`src/sv/plbe_pkg.sv`:
```
// Shared types and constants for the parallel LED bit-cell encoder.
package plbe_pkg;

  localparam int BYTE_W      = 8;
  localparam int CELL_STEPS  = 4;
  localparam int CELL_W      = BYTE_W * CELL_STEPS;
  localparam int CELLS_W     = 20;
  localparam int PERIOD_W    = 16;
  localparam int LATCH_US_W  = 10;
  localparam int DIVISOR_W   = PERIOD_W + 1;
  localparam int US_TO_NS    = 1000;
  localparam int DIV_STEPS   = CELLS_W;
  localparam int DIV_CNT_W   = $clog2(DIV_STEPS + 1);
  localparam int BITS_PER_CELL_ITEM = 8;
  localparam int BIT_IDX_W   = $clog2(BITS_PER_CELL_ITEM);

  localparam int CFG_INDEX_W = 2;
  localparam int CFG_DATA_W  = 16;

  localparam logic [CFG_INDEX_W-1:0] REG_LANE_ENABLE   = 2'd0;
  localparam logic [CFG_INDEX_W-1:0] REG_INVERT_MASK   = 2'd1;
  localparam logic [CFG_INDEX_W-1:0] REG_BIT_PERIOD_NS = 2'd2;
  localparam logic [CFG_INDEX_W-1:0] REG_LATCH_US      = 2'd3;

  localparam logic [BYTE_W-1:0]     LANE_ENABLE_RST   = 8'd0;
  localparam logic [BYTE_W-1:0]     INVERT_MASK_RST   = 8'd0;
  localparam logic [PERIOD_W-1:0]   BIT_PERIOD_RST    = 16'd1250;
  localparam logic [LATCH_US_W-1:0] LATCH_US_RST      = 10'd300;

  typedef struct packed {
    logic               ready;
    logic [CELLS_W-1:0] cells;
  } div_status_t;

endpackage

```
`src/sv/plbe_queue.sv`:
```
// Small register queue between the classifying front and the expanding back.
module plbe_queue #(
  parameter int WIDTH = 73,
  parameter int DEPTH = 2
) (
  input  logic             clk,
  input  logic             rst,
  input  logic             wr_en,
  input  logic [WIDTH-1:0] wr_data,
  output logic             full,
  input  logic             rd_en,
  output logic             rd_valid,
  output logic [WIDTH-1:0] rd_data
);

  localparam int IDX_W = (DEPTH > 1) ? $clog2(DEPTH) : 1;
  localparam int CNT_W = $clog2(DEPTH + 1);
  localparam logic [IDX_W-1:0] LAST_IDX = IDX_W'(DEPTH - 1);
  localparam logic [CNT_W-1:0] FULL_CNT = CNT_W'(DEPTH);

  logic [WIDTH-1:0] mem [DEPTH];
  logic [IDX_W-1:0] wr_ptr;
  logic [IDX_W-1:0] rd_ptr;
  logic [CNT_W-1:0] count;

  assign full     = (count == FULL_CNT);
  assign rd_valid = (count != '0);
  assign rd_data  = mem[rd_ptr];

  always_ff @(posedge clk) begin
    if (wr_en) begin
      mem[wr_ptr] <= wr_data;
    end
  end

  always_ff @(posedge clk) begin
    if (rst) begin
      wr_ptr <= '0;
      rd_ptr <= '0;
      count  <= '0;
    end else begin
      if (wr_en) begin
        wr_ptr <= (wr_ptr == LAST_IDX) ? '0 : wr_ptr + 1'b1;
      end
      if (rd_en) begin
        rd_ptr <= (rd_ptr == LAST_IDX) ? '0 : rd_ptr + 1'b1;
      end
      if (wr_en && !rd_en) begin
        count <= count + 1'b1;
      end else if (rd_en && !wr_en) begin
        count <= count - 1'b1;
      end
    end
  end

endmodule

```
`src/sv/plbe_front.sv`:
```
// Input stage: accepts items, masks lanes and drops data items with no active lane.
module plbe_front #(
  parameter int LANES = 8
) (
  input  logic                          clk,
  input  logic                          rst,
  input  logic                          push,
  output logic                          full,
  input  logic                          command,
  input  logic [63:0]                   lane_bytes,
  input  logic [7:0]                    lane_valid,
  input  logic [7:0]                    lane_enable,
  output logic                          q_wr,
  output logic [LANES*9:0]              q_data,
  input  logic                          q_full
);

  logic                   stage_valid;
  logic                   stage_eof;
  logic [LANES-1:0]       stage_mask;
  logic [LANES*8-1:0]     stage_bytes;
  logic                   accept;
  logic                   keep;
  logic [LANES-1:0]       in_mask;

  assign in_mask = lane_valid[LANES-1:0] & lane_enable[LANES-1:0];
  assign keep    = command || (in_mask != '0);
  assign full    = stage_valid && q_full;
  assign accept  = push && !full;
  assign q_wr    = stage_valid && !q_full;
  assign q_data  = {stage_eof, stage_mask, stage_bytes};

  always_ff @(posedge clk) begin
    if (rst) begin
      stage_valid <= 1'b0;
    end else if (accept && keep) begin
      stage_valid <= 1'b1;
    end else if (q_wr) begin
      stage_valid <= 1'b0;
    end
  end

  always_ff @(posedge clk) begin
    if (accept && keep) begin
      stage_eof   <= command;
      stage_mask  <= in_mask;
      stage_bytes <= lane_bytes[LANES*8-1:0];
    end
  end

endmodule

```
`src/sv/plbe_div.sv`:
```
// Restoring divider for the reset gap length, rerun after reset and timing writes.
module plbe_div (
  input  logic                                 clk,
  input  logic                                 rst,
  input  logic                                 restart,
  input  logic [plbe_pkg::PERIOD_W-1:0]        bit_period_ns,
  input  logic [plbe_pkg::LATCH_US_W-1:0]      latch_us,
  output plbe_pkg::div_status_t                status
);

  localparam int CW = plbe_pkg::CELLS_W;
  localparam int DW = plbe_pkg::DIVISOR_W;

  logic                              pending;
  logic                              running;
  logic [plbe_pkg::DIV_CNT_W-1:0]    steps;
  logic [CW-1:0]                     quo;
  logic [DW-1:0]                     rem;
  logic [DW-1:0]                     divisor;
  logic [DW:0]                       trial;
  logic [DW:0]                       diff;
  logic                              take;

  assign trial = {rem, quo[CW-1]};
  assign diff  = trial - {1'b0, divisor};
  assign take  = (trial >= {1'b0, divisor});

  assign status.ready = !pending && !running;
  assign status.cells = quo;

  always_ff @(posedge clk) begin
    if (rst) begin
      pending <= 1'b1;
      running <= 1'b0;
      steps   <= '0;
    end else if (restart) begin
      pending <= 1'b1;
      running <= 1'b0;
    end else if (pending) begin
      pending <= 1'b0;
      running <= 1'b1;
      steps   <= plbe_pkg::DIV_CNT_W'(plbe_pkg::DIV_STEPS);
    end else if (running) begin
      steps <= steps - 1'b1;
      if (steps == plbe_pkg::DIV_CNT_W'(1)) begin
        running <= 1'b0;
      end
    end
  end

  always_ff @(posedge clk) begin
    if (pending) begin
      quo     <= CW'(latch_us) * CW'(plbe_pkg::US_TO_NS);
      rem     <= '0;
      divisor <= DW'(bit_period_ns) + DW'(1);
    end else if (running) begin
      rem <= take ? diff[DW-1:0] : trial[DW-1:0];
      quo <= {quo[CW-2:0], take};
    end
  end

endmodule

```
`src/sv/plbe_back.sv`:
```
// Output stage: expands queued items into bit-cell words or one reset-gap result.
module plbe_back #(
  parameter int LANES = 8
) (
  input  logic                                clk,
  input  logic                                rst,
  input  logic                                q_valid,
  input  logic [LANES*9:0]                    q_data,
  output logic                                q_rd,
  input  logic [7:0]                          invert_mask,
  input  plbe_pkg::div_status_t               div_status,
  output logic                                empty,
  input  logic                                pop,
  output logic [plbe_pkg::CELL_W-1:0]         cell_word,
  output logic                                is_reset,
  output logic [plbe_pkg::CELLS_W-1:0]        reset_cells,
  output logic                                last
);

  logic                              out_valid;
  logic [plbe_pkg::BIT_IDX_W-1:0]    bit_idx;
  logic                              head_eof;
  logic [LANES-1:0]                  head_mask;
  logic [LANES*8-1:0]                head_bytes;
  logic                              load;
  logic                              final_bit;
  logic [LANES-1:0]                  ones;
  logic [2:0]                        sel;
  logic [7:0]                        mask8;
  logic [7:0]                        ones8;
  logic [plbe_pkg::CELL_W-1:0]       inv_word;

  assign {head_eof, head_mask, head_bytes} = q_data;
  assign empty     = !out_valid;
  assign load      = q_valid && (!out_valid || pop) && (!head_eof || div_status.ready);
  assign final_bit = (bit_idx == plbe_pkg::BIT_IDX_W'(plbe_pkg::BITS_PER_CELL_ITEM - 1));
  assign q_rd      = load && (head_eof || final_bit);
  assign sel       = 3'(7) - 3'(bit_idx);
  assign inv_word  = {4{invert_mask}};
  assign mask8     = 8'(head_mask);
  assign ones8     = 8'(ones);

  always_comb begin
    for (int k = 0; k < LANES; k++) begin
      ones[k] = head_mask[k] && head_bytes[8*k + sel];
    end
  end

  always_ff @(posedge clk) begin
    if (rst) begin
      out_valid <= 1'b0;
      bit_idx   <= '0;
    end else begin
      if (load) begin
        out_valid <= 1'b1;
      end else if (pop) begin
        out_valid <= 1'b0;
      end
      if (load && !head_eof) begin
        bit_idx <= bit_idx + 1'b1;
      end
    end
  end

  always_ff @(posedge clk) begin
    if (load) begin
      if (head_eof) begin
        cell_word   <= inv_word;
        is_reset    <= 1'b1;
        reset_cells <= div_status.cells;
        last        <= 1'b1;
      end else begin
        cell_word   <= {8'd0, ones8, ones8, mask8} ^ inv_word;
        is_reset    <= 1'b0;
        reset_cells <= '0;
        last        <= final_bit;
      end
    end
  end

endmodule

```
`src/sv/parallel_led_bit_cell_encoder_unit.sv`:
```
// Top level of the parallel LED bit-cell encoder.
//
//   Channel   Signals                                    Handshake
//   input     command, lane_bytes, lane_valid            push / full
//   result    cell_word, is_reset, reset_cells, last     empty / pop
//   config    cfg_index, cfg_data                        cfg_valid / cfg_ready
//
// A data item with any active lane yields eight results, one per cycle while pop
// is high, so the back stage sets the sustained rate of data items.
// An end-of-frame item yields one result once the gap divider is done.
// The gap divider reruns after reset and after each write of bit_period_ns or
// latch_us; an end-of-frame item waits at the back stage until it is done.
// The front register and a two-entry queue keep items flowing while pop is low.
module parallel_led_bit_cell_encoder_unit #(
  parameter int LANES       = 8,
  parameter int QUEUE_DEPTH = 2
) (
  input  logic                                 clk,
  input  logic                                 rst,
  input  logic                                 push,
  output logic                                 full,
  input  logic                                 command,
  input  logic [63:0]                          lane_bytes,
  input  logic [7:0]                           lane_valid,
  output logic                                 empty,
  input  logic                                 pop,
  output logic [plbe_pkg::CELL_W-1:0]          cell_word,
  output logic                                 is_reset,
  output logic [plbe_pkg::CELLS_W-1:0]         reset_cells,
  output logic                                 last,
  input  logic                                 cfg_valid,
  output logic                                 cfg_ready,
  input  logic [plbe_pkg::CFG_INDEX_W-1:0]     cfg_index,
  input  logic [plbe_pkg::CFG_DATA_W-1:0]      cfg_data
);

  localparam int ENTRY_W = LANES * 9 + 1;

  logic [7:0]                          lane_enable;
  logic [7:0]                          invert_mask;
  logic [plbe_pkg::PERIOD_W-1:0]       bit_period_ns;
  logic [plbe_pkg::LATCH_US_W-1:0]     latch_us;
  logic                                cfg_wr;
  logic                                div_restart;
  plbe_pkg::div_status_t               div_status;
  logic                                q_wr;
  logic [ENTRY_W-1:0]                  q_wr_data;
  logic                                q_full;
  logic                                q_rd;
  logic                                q_valid;
  logic [ENTRY_W-1:0]                  q_rd_data;

  assign cfg_ready   = 1'b1;
  assign cfg_wr      = cfg_valid && cfg_ready;
  assign div_restart = cfg_wr && ((cfg_index == plbe_pkg::REG_BIT_PERIOD_NS) ||
                                  (cfg_index == plbe_pkg::REG_LATCH_US));

  always_ff @(posedge clk) begin
    if (rst) begin
      lane_enable   <= plbe_pkg::LANE_ENABLE_RST;
      invert_mask   <= plbe_pkg::INVERT_MASK_RST;
      bit_period_ns <= plbe_pkg::BIT_PERIOD_RST;
      latch_us      <= plbe_pkg::LATCH_US_RST;
    end else if (cfg_wr) begin
      unique case (cfg_index)
        plbe_pkg::REG_LANE_ENABLE:   lane_enable   <= cfg_data[7:0];
        plbe_pkg::REG_INVERT_MASK:   invert_mask   <= cfg_data[7:0];
        plbe_pkg::REG_BIT_PERIOD_NS: bit_period_ns <= cfg_data[plbe_pkg::PERIOD_W-1:0];
        plbe_pkg::REG_LATCH_US:      latch_us      <= cfg_data[plbe_pkg::LATCH_US_W-1:0];
        default: ;
      endcase
    end
  end

  plbe_front #(.LANES(LANES)) u_front (
    .clk         (clk),
    .rst         (rst),
    .push        (push),
    .full        (full),
    .command     (command),
    .lane_bytes  (lane_bytes),
    .lane_valid  (lane_valid),
    .lane_enable (lane_enable),
    .q_wr        (q_wr),
    .q_data      (q_wr_data),
    .q_full      (q_full)
  );

  plbe_queue #(.WIDTH(ENTRY_W), .DEPTH(QUEUE_DEPTH)) u_queue (
    .clk      (clk),
    .rst      (rst),
    .wr_en    (q_wr),
    .wr_data  (q_wr_data),
    .full     (q_full),
    .rd_en    (q_rd),
    .rd_valid (q_valid),
    .rd_data  (q_rd_data)
  );

  plbe_div u_div (
    .clk           (clk),
    .rst           (rst),
    .restart       (div_restart),
    .bit_period_ns (bit_period_ns),
    .latch_us      (latch_us),
    .status        (div_status)
  );

  plbe_back #(.LANES(LANES)) u_back (
    .clk         (clk),
    .rst         (rst),
    .q_valid     (q_valid),
    .q_data      (q_rd_data),
    .q_rd        (q_rd),
    .invert_mask (invert_mask),
    .div_status  (div_status),
    .empty       (empty),
    .pop         (pop),
    .cell_word   (cell_word),
    .is_reset    (is_reset),
    .reset_cells (reset_cells),
    .last        (last)
  );

endmodule

```
`config.mk`:
```
export PLATFORM = sky130hd
export DESIGN_NAME = parallel_led_bit_cell_encoder_unit
export DESIGN_NICKNAME = d
export VERILOG_FILES = /design/src/sv/plbe_pkg.sv /design/src/sv/plbe_queue.sv /design/src/sv/plbe_front.sv /design/src/sv/plbe_div.sv /design/src/sv/plbe_back.sv /design/src/sv/parallel_led_bit_cell_encoder_unit.sv
export SDC_FILE = /design/constraint.sdc
export NUM_CORES = 1
export LEC_CHECK = 0
export BUFFER_PORTS_ARGS = -buffer_cell sky130_fd_sc_hd__buf_4
export CORE_MARGIN = 2
export CORE_UTILIZATION = 50
export DETAILED_ROUTE_END_ITERATION = 7
export PLACE_DENSITY_LB_ADDON = 0.25
export SLEW_MARGIN = 20
export SYNTH_ARGS = -nofsm -noshare
export SYNTH_HDL_FRONTEND = slang
export SYNTH_SLANG_ARGS = --single-unit
```
`constraint.sdc`:
```
create_clock -name clk -period 6.9 [get_ports clk]
set_input_delay 0 -clock clk [delete_from_list [all_inputs] [get_ports clk]]
set_output_delay 0 -clock clk [all_outputs]
set_load 0.02 [all_outputs]
```
======== Yosys cells after proc, flatten, opt, wreduce, memory -nomap -nowiden ========
Memory sizes are Yosys's and may differ from the RTL's. A register that Yosys moved wholly into a read port is not among the register bits.
Cells that the tools add are included.
operators by class
  $add $sub $neg .......................... 16
  multiply operators ...................... 1
  order comparisons ....................... 9
  equality and inequality tests ........... 6
  multiplexer cells ....................... 39
  bitwise operators ....................... 3
  reduce and logical (&&, ||, !) cells .... 46
operator list
  operator                                              count
  < comparator 32 x 7 -> 1 bit (second input constant)  7
  binary-select mux 1 bit (select 6 bit)                7
  2-to-1 mux 20 bit                                     2
  2-to-1 mux 32 bit                                     1
  bitwise XOR 24 x 32 -> 32 bit                         1
  adder 6 x 3 -> 7 bit (first input constant)           4
  2-to-1 mux 1 bit                                      23
  logical AND 1 bit                                     20
  greater-or-equal comparator 18 x 17 -> 1 bit          1
  adder 16 x 1 -> 17 bit (second input constant)        1
  multiplier 10 x 7 -> 17 bit (second input constant)   1
  2-to-1 mux 17 bit                                     1
  subtractor 17 bit                                     1
  adder 5 x 3 -> 6 bit (first input constant)           2
  2-to-1 mux 5 bit                                      2
  AND reduction 2 bit                                   5
  nonzero test 2 bit                                    5
  AND 8 bit                                             1
  zero test 1 bit                                       8
  nonzero test 8 bit                                    1
  < comparator 3 x 7 -> 1 bit (second input constant)   1
  equality test 2 bit (second input constant)           3
  adder 4 x 3 -> 5 bit (first input constant)           1
  equality test 5 x 1 -> 1 bit (second input constant)  1
  other kinds (14)                                      20
storage, ports and cells
  register bits after elaboration ......... 239
  bits in writable memories ............... 146
  output and inout bits ................... 57
  memories ................................ 1
memories
  name         words  width  rd ports  clocked after memory_dff  write ports  line              source
  u_queue.mem  2      73     1         1                         1            plbe_queue.sv:21  logic [WIDTH-1:0] mem [DEPTH];

======== Longest topological paths before layout ========
Gate-level depths: netlist of the first run.
  word-level depth ........................ 8
  mapped depth ............................ 14
  mapped depth without buffers ............ 14

======== Cells and area by module ========
A second synthesis of the first run with hierarchy kept.
second synthesis, totals
  cells, all modules ...................... 1,271
  area total of the unflattened synthesis .. 17,628.2 sq um
by module, submodules not included
  module                              instances  cells an instance  area an instance (sq um)  seq. area each (sq um)
  plbe_queue                          1          249                5,502.8                   4,484.3
  plbe_div                            1          571                5,442.7                   1,561.5
  plbe_back                           1          186                2,549.9                   1,461.4
  plbe_front                          1          93                 2,366.0                   2,212.1
  parallel_led_bit_cell_encoder_unit  1          172                1,766.7                   840.8

======== Worst setup path before layout of the first run ========
Ideal clock, no wire load.
  path type ............................... register to register
  from .................................... reg with a tool-made name
  to ...................................... reg u_queue.count[1]
  arrival time ............................ 4.645 ns
  data required time ...................... 6.830 ns
  path slack .............................. 2.185 ns
  cell stages (with the launch flop) ...... 10
  path buffers ............................ 2
  period minus slack after synthesis ...... 4.715 ns
  cells stage by stage .................... dfxtp_1 -> clkbuf_1 -> buf_4 -> mux2i_1 -> inv_1 -> a21oi_1 -> nand2_1 -> ha_1 -> or3_1 -> a21oi_1
RTL lines
  element               line              source
  end signal, assigned  plbe_queue.sv:49  count <= count + 1'b1;
  end signal, assigned  plbe_queue.sv:51  count <= count - 1'b1;
  end, declared         plbe_queue.sv:24  logic [CNT_W-1:0] count;

======== Worst setup path in the final report of the first run ========
  from .................................... reg latch_us[1] (netlist name)
  to ...................................... reg u_div.quo[19] (data pin)
on the way
  longest elaborated chain between the ends .. 2
RTL lines
  element                      line                                      source
  start, declared              parallel_led_bit_cell_encoder_unit.sv:42  logic [plbe_pkg::LATCH_US_W-1:0] latch_us;
  start signal, assigned       parallel_led_bit_cell_encoder_unit.sv:63  latch_us <= plbe_pkg::LATCH_US_RST;
  start signal, assigned       parallel_led_bit_cell_encoder_unit.sv:69  plbe_pkg::REG_LATCH_US: latch_us <= cfg_data[plbe_pkg::LATCH_US_W-1:0];
  multiplier 10 x 7 -> 17 bit  plbe_div.sv:53                            quo <= CW'(latch_us) * CW'(plbe_pkg::US_TO_NS);
  2-to-1 mux 20 bit            plbe_div.sv:52                            if (pending) begin
  end signal, assigned         plbe_div.sv:53
  end signal, assigned         plbe_div.sv:58                            quo <= {quo[CW-2:0], take};
  end, declared                plbe_div.sv:17                            logic [CW-1:0] quo;
No other way between the ends.
A chain may end at the register's enable or synchronous reset.

==> flow_summary_export.csv, run 1 <==
group,metric,value,unit
outcome,status,"complete, no violations",
timing,fin_skew,13.6,ps
clocking,cts_buffers,39,
hold_path,min_path_type,"in2reg",
die,die-area,34900,sq um
yosys,synth_seq_area_share,63.2,%
finish,final_area,20500,sq um
finish,post-route-util,62.7,%
global_route,overflow,0,
die,placementRows,66,
placed_design,port_buffers,151,
yosys,syn_nets,1360,
critical_path,crit_path_max_fanout,7,
pwr,p_per_area,305,nW/um^2
timing,timing.final.crit_period,4400,ps
yosys,synth_common_cells,"edfxtp_1, nand2_1, dfxtp_1",
detailed_routing,drt_iter0_drc,587,
detailed_routing,wl,32900,microns
critical_path,cp-end-kind,"flip-flop",
clocking,cts.repair.resized,0,
critical_path,crit_arrival,4690,ps
timing,final_hold_viol_count,0,
yosys,ys_seq_elements,378,
global_route,grt_pass1_wl,53600,microns
yosys,synth_cell_types,65,
critical_path,cp.required,7190,ps
clocking,clk_pin_slew,60,ps
global_route,grt_pass1_vias,10300,
clocking,root_buffer,"clkbuf_16",
finish,drive_gt1_share,19.1,%
clocking,clock_sinks,378,
pwr,finalPower,6260,uW
die,fp.dieW,187,microns
critical_path,cp-start-kind,"flip-flop",
die,start_util,51.1,%
detailed_routing,dr.pass1.iters,5,
timing,slew_headroom,29.3,%
timing,finalSetupTns,0,ps
pwr,peakVddDrop,0.197,mV
yosys,ys_warn_count,0,
pwr,p_leak,0.00785,uW
finish,syn2layout_area_growth,22.7,%
detailed_routing,vias,9892,
detailed_routing,ant_nets,0,
yosys,synthCells,1168,
critical_path,crit_type,"reg2reg",
yosys,async_flop_share,0,%
timing,fin_crit_sh,63.8,%
timing,slew_violations,0,
detailed_routing,via_per_inst,5.23,
yosys,synthFlopType,"edfxtp_1",
global_route,grt_antenna_before_repair,3,
global_route,track_usage,19.2,%
placed_design,place_congestion,0.843,
placed_design,dp_hpwl,21200,microns
finish,fillerInstances,2408,
yosys,synth_area_leader_cell,"edfxtp_1",
die,coreArea,32700,sq um
yosys,yosysMostFrequentCell,"edfxtp_1",
die,die_h,187,microns
detailed_routing,drcViolationCount,0,
yosys,syn-cell-area,16700,sq um
placed_design,placed_area,18200,sq um
yosys,synthTopCellsByArea,"edfxtp_1, dfxtp_1, mux4_2",
timing,tightestPinTransition,1060,ps
job,max_cap_viol_count,0,
clocking,clock_path_buffers,3,
clocking,ctsHtreeMaxLevel,2,
clocking,tritoncts,"done",
timing,finalSetupViolCount,0,
finish,seqCellArea,10600,sq um
yosys,synth_edf_count,299,
yosys,synth_top_area_share,53.7,%
global_route,grt_max_degree,74,
timing,clock.fmax,227,MHz
timing,rsz0062_at_grt,"false",
finish,multi_input_area,5630,sq um
clocking,clk_latency,540,ps
finish,final_nets,1607,
die,num_io_pins,153,
yosys,syn_area_per_cell,14.3,sq um
detailed_routing,wire_per_inst,17.4,microns
placed cells by master, fill, tap and decap left out, types with 7 or more instances in the layout:
master / Yosys / routed
edfxtp_1: 299 / 299
buf_4: 13 / 159
dlygate4sd3_1: 0 / 99
nand2_1: 87 / 87
dfxtp_1: 79 / 78
inv_1: 77 / 77
nor2_1: 75 / 74
ha_1: 66 / 66
a21oi_1: 46 / 45
mux4_2: 40 / 40
clkbuf_16: 0 / 39
mux2i_1: 35 / 35
and2_1: 31 / 31
xnor2_1: 30 / 30
fa_1: 30 / 30
xor2_1: 26 / 26
o21ai_0: 21 / 21
nand3_1: 16 / 16
a211oi_1: 15 / 15
a22o_1: 15 / 15
a21o_1: 12 / 12
clkinv_2: 0 / 11
nor3_1: 10 / 10
nand2b_1: 9 / 9
nand3b_1: 9 / 9
o21a_1: 8 / 8
clkinv_1: 0 / 8
o211ai_1: 7 / 7
cell type report:
class / count / share of cell area (%)
Sequential cell: 378 / 51.5
Multi-Input combinational cell: 660 / 27.4
Timing Repair Buffer: 258 / 10.7
Clock buffer: 42 / 4.82
Tap cell: 442 / 2.70
Inverter: 78 / 1.43
Clock inverter: 30 / 1.42
Antenna cell: 2 / 0.0244
registers in the layout (all words and copies together) (netlist names), 10 cells and up, named ones only:
| signal | cells |
|---|---|
| latch_us | 10 |
| u_div.rem | 17 |
| u_queue.mem | 146 |
| bit_period_ns | 16 |
| u_div.quo | 20 |
| u_back.cell_word | 24 |
| u_back.reset_cells | 20 |
| u_div.divisor | 17 |
| u_front.stage_bytes | 64 |
where the power goes:
part	switching [uW]	internal [uW]	leakage, uW
logic	720	613	0.00379
clock network	877	1200	0.000624
registers	101	2750	0.00344
total	1700	4560	0.00785
metrics by stage:
step / setup slack, ps / hold WS [ps] / cells
after floorplan: 2180 / 98.9 / 1168
after global placement: 2590 / 178 / 1717
after detailed placement: 2490 / 179 / 1717
after CTS: 2490 / 160 / 1888
after global routing: 2240 / 172 / 1890
final: 2500 / 182 / 1890
logic make-up after synthesis:
group	share of synthesized area (%)
other	0.0224
xor gates and xnor gates	2.93
AOI/OAI and AO/OA	7.00
DFF	63.2
muxes	7.49
and+or+nand+nor	7.51
buffers and inverters	3.32
adders and majority gates	8.53
routing by layer:
metal	global-route usage (%)	vias up	wire length [microns]
li1	-	4773	-
met1	25.3	4800	14300
met2	32.0	259	15900
met3	3.85	58	1720
met4	6.53	2	969
met5	0	-	13
worst max-delay path, stage by stage, from the launching register on:
cell and delay [ps]:
dfxtp_1 490, inv_1 110, fa_1 570, fa_1 440, fa_1 490, fa_1 510
inv_1 40, ha_1 330, o21a_1 180, o21a_1 190, and4_1 220, o31ai_1 300
xnor2_1 120, a22o_1 180
worst paths after layout:
| kind | start | to | slack, ps | cells after the start |
|---|---|---|---|---|
| worst max-delay path | latch_us[1]$_SDFFE_PP0P_ | u_div.quo[19]$_DFFE_PN_ | 2500 | 13 |
| worst min-delay path | lane_bytes[46] | u_front.stage_bytes[46]$_DFFE_PP_ | 180 | 2 |
| worst max register to register | latch_us[1]$_SDFFE_PP0P_ | u_div.quo[19]$_DFFE_PN_ | 2500 | 13 |
| worst min register to register | u_front.stage_bytes[40]$_DFFE_PP_ | u_queue.mem[1][40]$_DFFE_PP_ | 450 | 0 |
timing repair:
item,CTS,global route
hold buffers,99,0
endpoints found under the hold margin,131,0
buffers inserted,0,0
No activity file was read; power rests on OpenSTA's default activity.
==> inputs of run 2 (changes only) <==
ABC_AREA = 1   (was unset)
clock period = 4.25 ns   (was 6.9 ns; I/O delays follow)
==> flow_summary_export.csv, run 2 <==
group,metric,value,unit
outcome,status,"complete, no violations",
detailed_routing,ant_nets,0,
timing,slew_headroom,34.0,%
yosys,synthFlopType,"edfxtp_1",
timing,final_hold_viol_count,0,
finish,largest_reg_flops,146,
die,die-area,36000,sq um
detailed_routing,drcViolationCount,0,
timing,clock.fmax,252,MHz
finish,reg_top3,"u_queue.mem: 146 flops, u_front.stage_bytes: 64 flops, u_back.cell_word: 24 flops",
timing,finalSetupTns,0,ps
clocking,tritoncts,"done",
pwr,p_per_area,542,nW/um^2
yosys,ys_warn_count,0,
die,die_h,190,microns
pwr,pwr-share-comb,28.2,%
yosys,async_flop_share,0,%
clocking,root_buffer,"clkbuf_16",
finish,antenna_cells,0,
finish,syn2layout_area_growth,22.5,%
timing,timing.final.crit_period,3980,ps
die,coreArea,33700,sq um
critical_path,crit_slowest_cell,"fa_1",
yosys,synth_edf_count,299,
finish,final_area,21100,sq um
yosys,synth_cell_types,43,
critical_path,path_delay_family,"adder cells",
placed_design,dp.cells,2168,
timing,tightestPinTransition,990,ps
clocking,clock_sinks,378,
timing,slew_violations,0,
yosys,synth_top_area_share,52.1,%
detailed_routing,via_per_inst,5.21,
yosys,synth_area_leader_cell,"edfxtp_1",
pwr,seq_power_share,42.1,%
pwr,p_sw,3720,uW
clocking,clock_path_buffers,3,
yosys,syn_nets,1803,
finish,final_nets,2055,
job,max_cap_viol_count,0,
global_route,grt_antenna_before_repair,1,
global_route,grt_pass1_wl,63500,microns
global_route,track_usage,22.7,%
finish,regMostFlops,"u_queue.mem",
die,placementRows,67,
placed_design,port_buffers,151,
timing,hold-worst-slack,17.1,ps
timing,fin_skew,22.2,ps
detailed_routing,wire_per_inst,17.2,microns
yosys,synth_common_cells,"edfxtp_1, nand2_1, nor2_1",
pwr,p_int,7710,uW
placed_design,placed_area,18800,sq um
pwr,p_leak,0.00874,uW
pwr,p_clk_share,29.7,%
yosys,synthCells,1611,
finish,instances_no_fill,2343,
detailed_routing,wl,40200,microns
yosys,synth_seq_area_share,61.3,%
critical_path,path_cells,"inv_1 -> fa_1 -> fa_1 -> fa_1 -> fa_1 -> inv_1 -> ha_1 -> a21oi_1 -> o21ai_0 -> nand2_1 -> nand3_1 -> nor2_1 -> o22ai_1",
yosys,ys_seq_elements,378,
critical_path,cp-start-kind,"flip-flop",
global_route,grt_max_degree,80,
clocking,ctsHtreeMaxLevel,2,
die,num_io_pins,153,
hold_path,min_path_type,"in2reg",
yosys,syn-cell-area,17200,sq um
clocking,cts_buffers,40,
critical_path,cp.required,4520,ps
detailed_routing,dr.pass1.iters,5,
critical_path,crit_type,"reg2reg",
finish,final_common_cell,"edfxtp_1",
yosys,yosysMostFrequentCell,"edfxtp_1",
placed_design,place_congestion,0.917,
detailed_routing,vias,12200,
critical_path,crit_path_frequent_cell,"fa_1",
detailed_routing,drt_iter0_drc,996,
critical_path,cp-end-kind,"flip-flop",
finish,final_cell_mix,"edfxtp_1, nand2_1, nor2_1, inv_1, buf_4",
timing,finalSetupViolCount,0,
critical_path,crit_arrival,4250,ps
global_route,grt_pass1_vias,12000,
die,fp.dieW,190,microns
critical_path,slowest_delay,570,ps
timing,fin_crit_sh,93.5,%
critical_path,crit_path_max_fanout,5,
placed_design,dp_hpwl,26800,microns
global_route,overflow,0,
die,start_util,51.1,%
finish,drive_gt1_share,13.0,%
pwr,swShare,32.5,%
clocking,clk_pin_slew,60,ps
yosys,synthTopCellsByArea,"edfxtp_1, dfxtp_1, nand2_1",
critical_path,path_buf_inv,2,
clocking,clk_latency,540,ps
pwr,peakVddDrop,0.354,mV
yosys,syn_area_per_cell,10.7,sq um
-- run 2: what timing repair did --
item,in CTS,in global routing
setup endpoints to repair,0,7
hold buffers,100,0
buffers inserted,0,1
hold endpoints to repair,127,0
resized for setup,0,7
-- run 2: cell families after synthesis --
kind of cell | after synthesis | share of synthesized area (%)
other | 1 | 0.0218
multiplexers | 5 | 0.291
flip-flops | 378 | 61.3
XOR/XNOR | 36 | 1.87
buffers and inverters | 257 | 6.01
adder cells (fa/ha/maj) | 96 | 8.28
AO/OA/AOI/OAI | 250 | 8.07
AND/OR/NAND/NOR | 588 | 14.1
-- run 2: routing by layer --
metal | GRT usage [%] | wire, microns | part of all wire [%] | vias up
li1 | - | - | - | 5936
met1 | 32.4 | 18100 | 45 | 5829
met2 | 36.6 | 18800 | 47 | 384
met3 | 3.56 | 2480 | 6.2 | 61
met4 | 5.84 | 826 | 2.1 | 0
met5 | 0 | 0 | 0 | -
-- run 2: worst min-delay path, stage by stage --
cell     delay [ps]
buf_4           110
nor2_1           50
buf_4           180
nand2_1          70
nand3_1          80
-- run 2: worst paths after layout --
kind | from | to | slack, ps | depth (start not counted)
max | latch_us[1]$_SDFFE_PP0P_ | u_div.quo[15]$_DFFE_PN_ | 270 | 13
min | cfg_index[0] | bit_period_ns[5]$_SDFFE_PP1P_ | 20 | 5
max reg2reg | latch_us[1]$_SDFFE_PP0P_ | u_div.quo[15]$_DFFE_PN_ | 270 | 13
min reg2reg | invert_mask[7]$_SDFFE_PP0P_ | u_back.cell_word[31]$_DFFE_PP_ | 430 | 0
-- run 2: layout make-up --
type / instances / area (sq um)
Clock buffer: 54 / 1060
Clock inverter: 20 / 229
Fill cell: 2659 / 12600
Inverter: 199 / 749
Multi-Input combinational cell: 976 / 5650
Sequential cell: 378 / 10600
Tap cell: 448 / 561
Timing Repair Buffer: 268 / 2290
-- run 2: metrics by stage --
step           util [%]  worst slack [ps]  total power [uW]
5_1_grt            62.6             -6.72             12100
3_5_place_dp       55.8               189              7990
3_3_place_gp       55.8               202              7930
4_1_cts            62.6               180             11500
2_1_floorplan         -             -9.11              6960
6_report           62.6               275             11400
-- run 2: power groups by stage --
stage / registers, uW / clock network [uW] / logic [uW]
2_1_floorplan: 4990 / 0 / 1970
3_5_place_dp: 4880 / 0 / 3110
3_3_place_gp: 4870 / 0 / 3060
5_1_grt: 4850 / 3600 / 3630
6_report: 4810 / 3400 / 3220
4_1_cts: 4810 / 3460 / 3200
==> inputs of run 3 (changes only) <==
PLACE_DENSITY = 0.77   (was unset)
PLACE_DENSITY_LB_ADDON = unset   (was 0.25)
==> flow_summary_export.csv, run 3 (synthesis gave the netlist of run 2 again) <==
group,metric,value,unit
outcome,status,"complete, no violations",
pwr,peakVddDrop,0.371,mV
finish,largest_reg_flops,146,
timing,rsz0062_at_grt,"false",
pwr,seq_power_share,42.0,%
finish,final_common_cell,"edfxtp_1",
global_route,grt_antenna_before_repair,0,
finish,reg_top3,"u_queue.mem: 146 flops, u_front.stage_bytes: 64 flops, u_back.cell_word: 24 flops",
placed_design,place_congestion,0.862,
timing,fin_ws,233,ps
pwr,p_clk_share,29.3,%
die,fp.dieW,190,microns
timing,fin_skew,15.4,ps
finish,final_nets,2053,
detailed_routing,vias,12400,
timing,clock.fmax,249,MHz
finish,final_cell_mix,"edfxtp_1, nand2_1, nor2_1, inv_1, buf_4",
timing,slew_headroom,35.4,%
pwr,swShare,32.8,%
clocking,clk_latency,530,ps
detailed_routing,wire_per_inst,17.9,microns
detailed_routing,wl,41800,microns
pwr,p_sw,3770,uW
timing,fin_crit_sh,94.5,%
finish,post-route-util,62.5,%
clocking,clk_pin_slew,60,ps
detailed_routing,drcViolationCount,0,
placed_design,dp_hpwl,27900,microns
hold_path,min_path_type,"in2reg",
timing,tightestPinTransition,965,ps
timing,timing.final.crit_period,4020,ps
placed_design,port_buffers,151,
die,placementRows,67,
pwr,pwr-share-comb,28.7,%
detailed_routing,ant_nets,0,
detailed_routing,drt_iter0_drc,998,
detailed_routing,dr.pass1.iters,5,
global_route,track_usage,23.5,%
timing,final_hold_viol_count,0,
global_route,grt_max_degree,80,
pwr,p_leak,0.00875,uW
critical_path,crit_path_max_fanout,6,
pwr,p_per_area,546,nW/um^2
die,start_util,51.1,%
clocking,tritoncts,"done",
clocking,clock_path_buffers,3,
die,num_io_pins,153,
timing,finalSetupViolCount,0,
die,die-area,36000,sq um
critical_path,crit_arrival,4290,ps
critical_path,cp.required,4530,ps
finish,syn2layout_area_growth,22.3,%
global_route,overflow,0,
timing,slew_violations,0,
timing,hold-worst-slack,19.3,ps
critical_path,cp-end-kind,"flip-flop",
die,coreArea,33700,sq um
clocking,root_buffer,"clkbuf_16",
placed_design,dp.cells,2169,
placed_design,post-place-ws,169,ps
clocking,clock_sinks,378,
finish,antenna_cells,0,
critical_path,cp-start-kind,"flip-flop",
detailed_routing,via_per_inst,5.32,
finish,instances_no_fill,2339,
global_route,grt_pass1_vias,12400,
finish,regMostFlops,"u_queue.mem",
global_route,grt_pass1_wl,65500,microns
clocking,ctsHtreeMaxLevel,2,
die,die_h,190,microns
job,max_cap_viol_count,0,
clocking,cts_buffers,38,
pwr,p_int,7720,uW
finish,drive_gt1_share,13.2,%
finish,fillerInstances,2584,
critical_path,crit_type,"reg2reg",
-- run 3: cell types whose count changed in the layout (fill, tap and decap cells not counted), sizes merged --
| cell | before | now |
|---|---|---|
| clkinv | 17 | 18 |
| buf | 168 | 169 |
| clkinvlp | 0 | 1 |
| dlygate4sd3 | 100 | 99 |
| bufinv | 3 | 4 |
| clkbuf | 54 | 47 |
-- run 3: worst paths after layout --
check,startpoint,end,slack (ps),cells past startpoint
min reg2reg,u_front.stage_bytes[41]$_DFFE_PP_,u_queue.mem[0][41]$_DFFE_PP_,440,0
max,latch_us[3]$_SDFFE_PP1P_,u_div.quo[16]$_DFFE_PN_,230,14
min,cfg_index[0],latch_us[5]$_SDFFE_PP1P_,20,4
max reg2reg,latch_us[3]$_SDFFE_PP1P_,u_div.quo[16]$_DFFE_PN_,230,14
-- run 3: timing repair --
| item | in CTS | in global routing |
|---|---|---|
| hold endpoints to repair | 127 | 0 |
| hold buffers | 99 | 0 |
| gates resized for setup | 0 | 8 |
| endpoints found under the setup margin | 0 | 8 |
| buffers inserted | 0 | 1 |
-- run 3: cell type report --
type                       instances  area (sq um)  area share, %
sequential                       378         10600           50.1
multi-input combinational        976          5660           26.9
timing repair buffer             268          2280           10.8
clock buffer                      47          1020           4.82
inverter                         199           749           3.56
tap                              448           561           2.66
clock inverter                    23           234           1.11
-- run 3: worst max-delay path, cell delays in order, from the launching register on --
cell and delay, ps:
dfxtp_1 390, inv_1 150, fa_1 560, fa_1 440
fa_1 500, fa_1 520, inv_1 40, ha_1 380
nand2_1 130, o21ai_0 240, nand2_1 80, nand3_1 90
a21oi_1 60, o21ai_0 80, o21ai_0 100
-- run 3: per-layer routing --
layer / part of all wire [%] / up-vias / GRT usage [%]
met5: 0 / - / 0
met4: 4.2 / 0 / 10.2
met3: 6.6 / 107 / 3.25
met2: 48 / 488 / 40.0
met1: 41 / 5917 / 30.4
li1: - / 5932 / -
-- run 3: power by group through the flow --
| stage | sequential (uW) | clock [uW] | combinational [uW] |
|---|---|---|---|
| 6_report | 4830 | 3360 | 3300 |
| 3_3_place_gp | 4890 | 0 | 3070 |
| 2_1_floorplan | 4990 | 0 | 1970 |
| 3_5_place_dp | 4900 | 0 | 3120 |
| 5_1_grt | 4870 | 3550 | 3680 |
| 4_1_cts | 4830 | 3390 | 3230 |
-- run 3: per-stage QoR --
step	setup TNS, ps	total power, uW	instance area [sq um]
after floorplan	-665	6960	17200
after global placement	0	7950	18800
after detailed placement	0	8020	18800
after CTS	0	11400	21000
after global routing	0	12100	21100
final	0	11500	21100
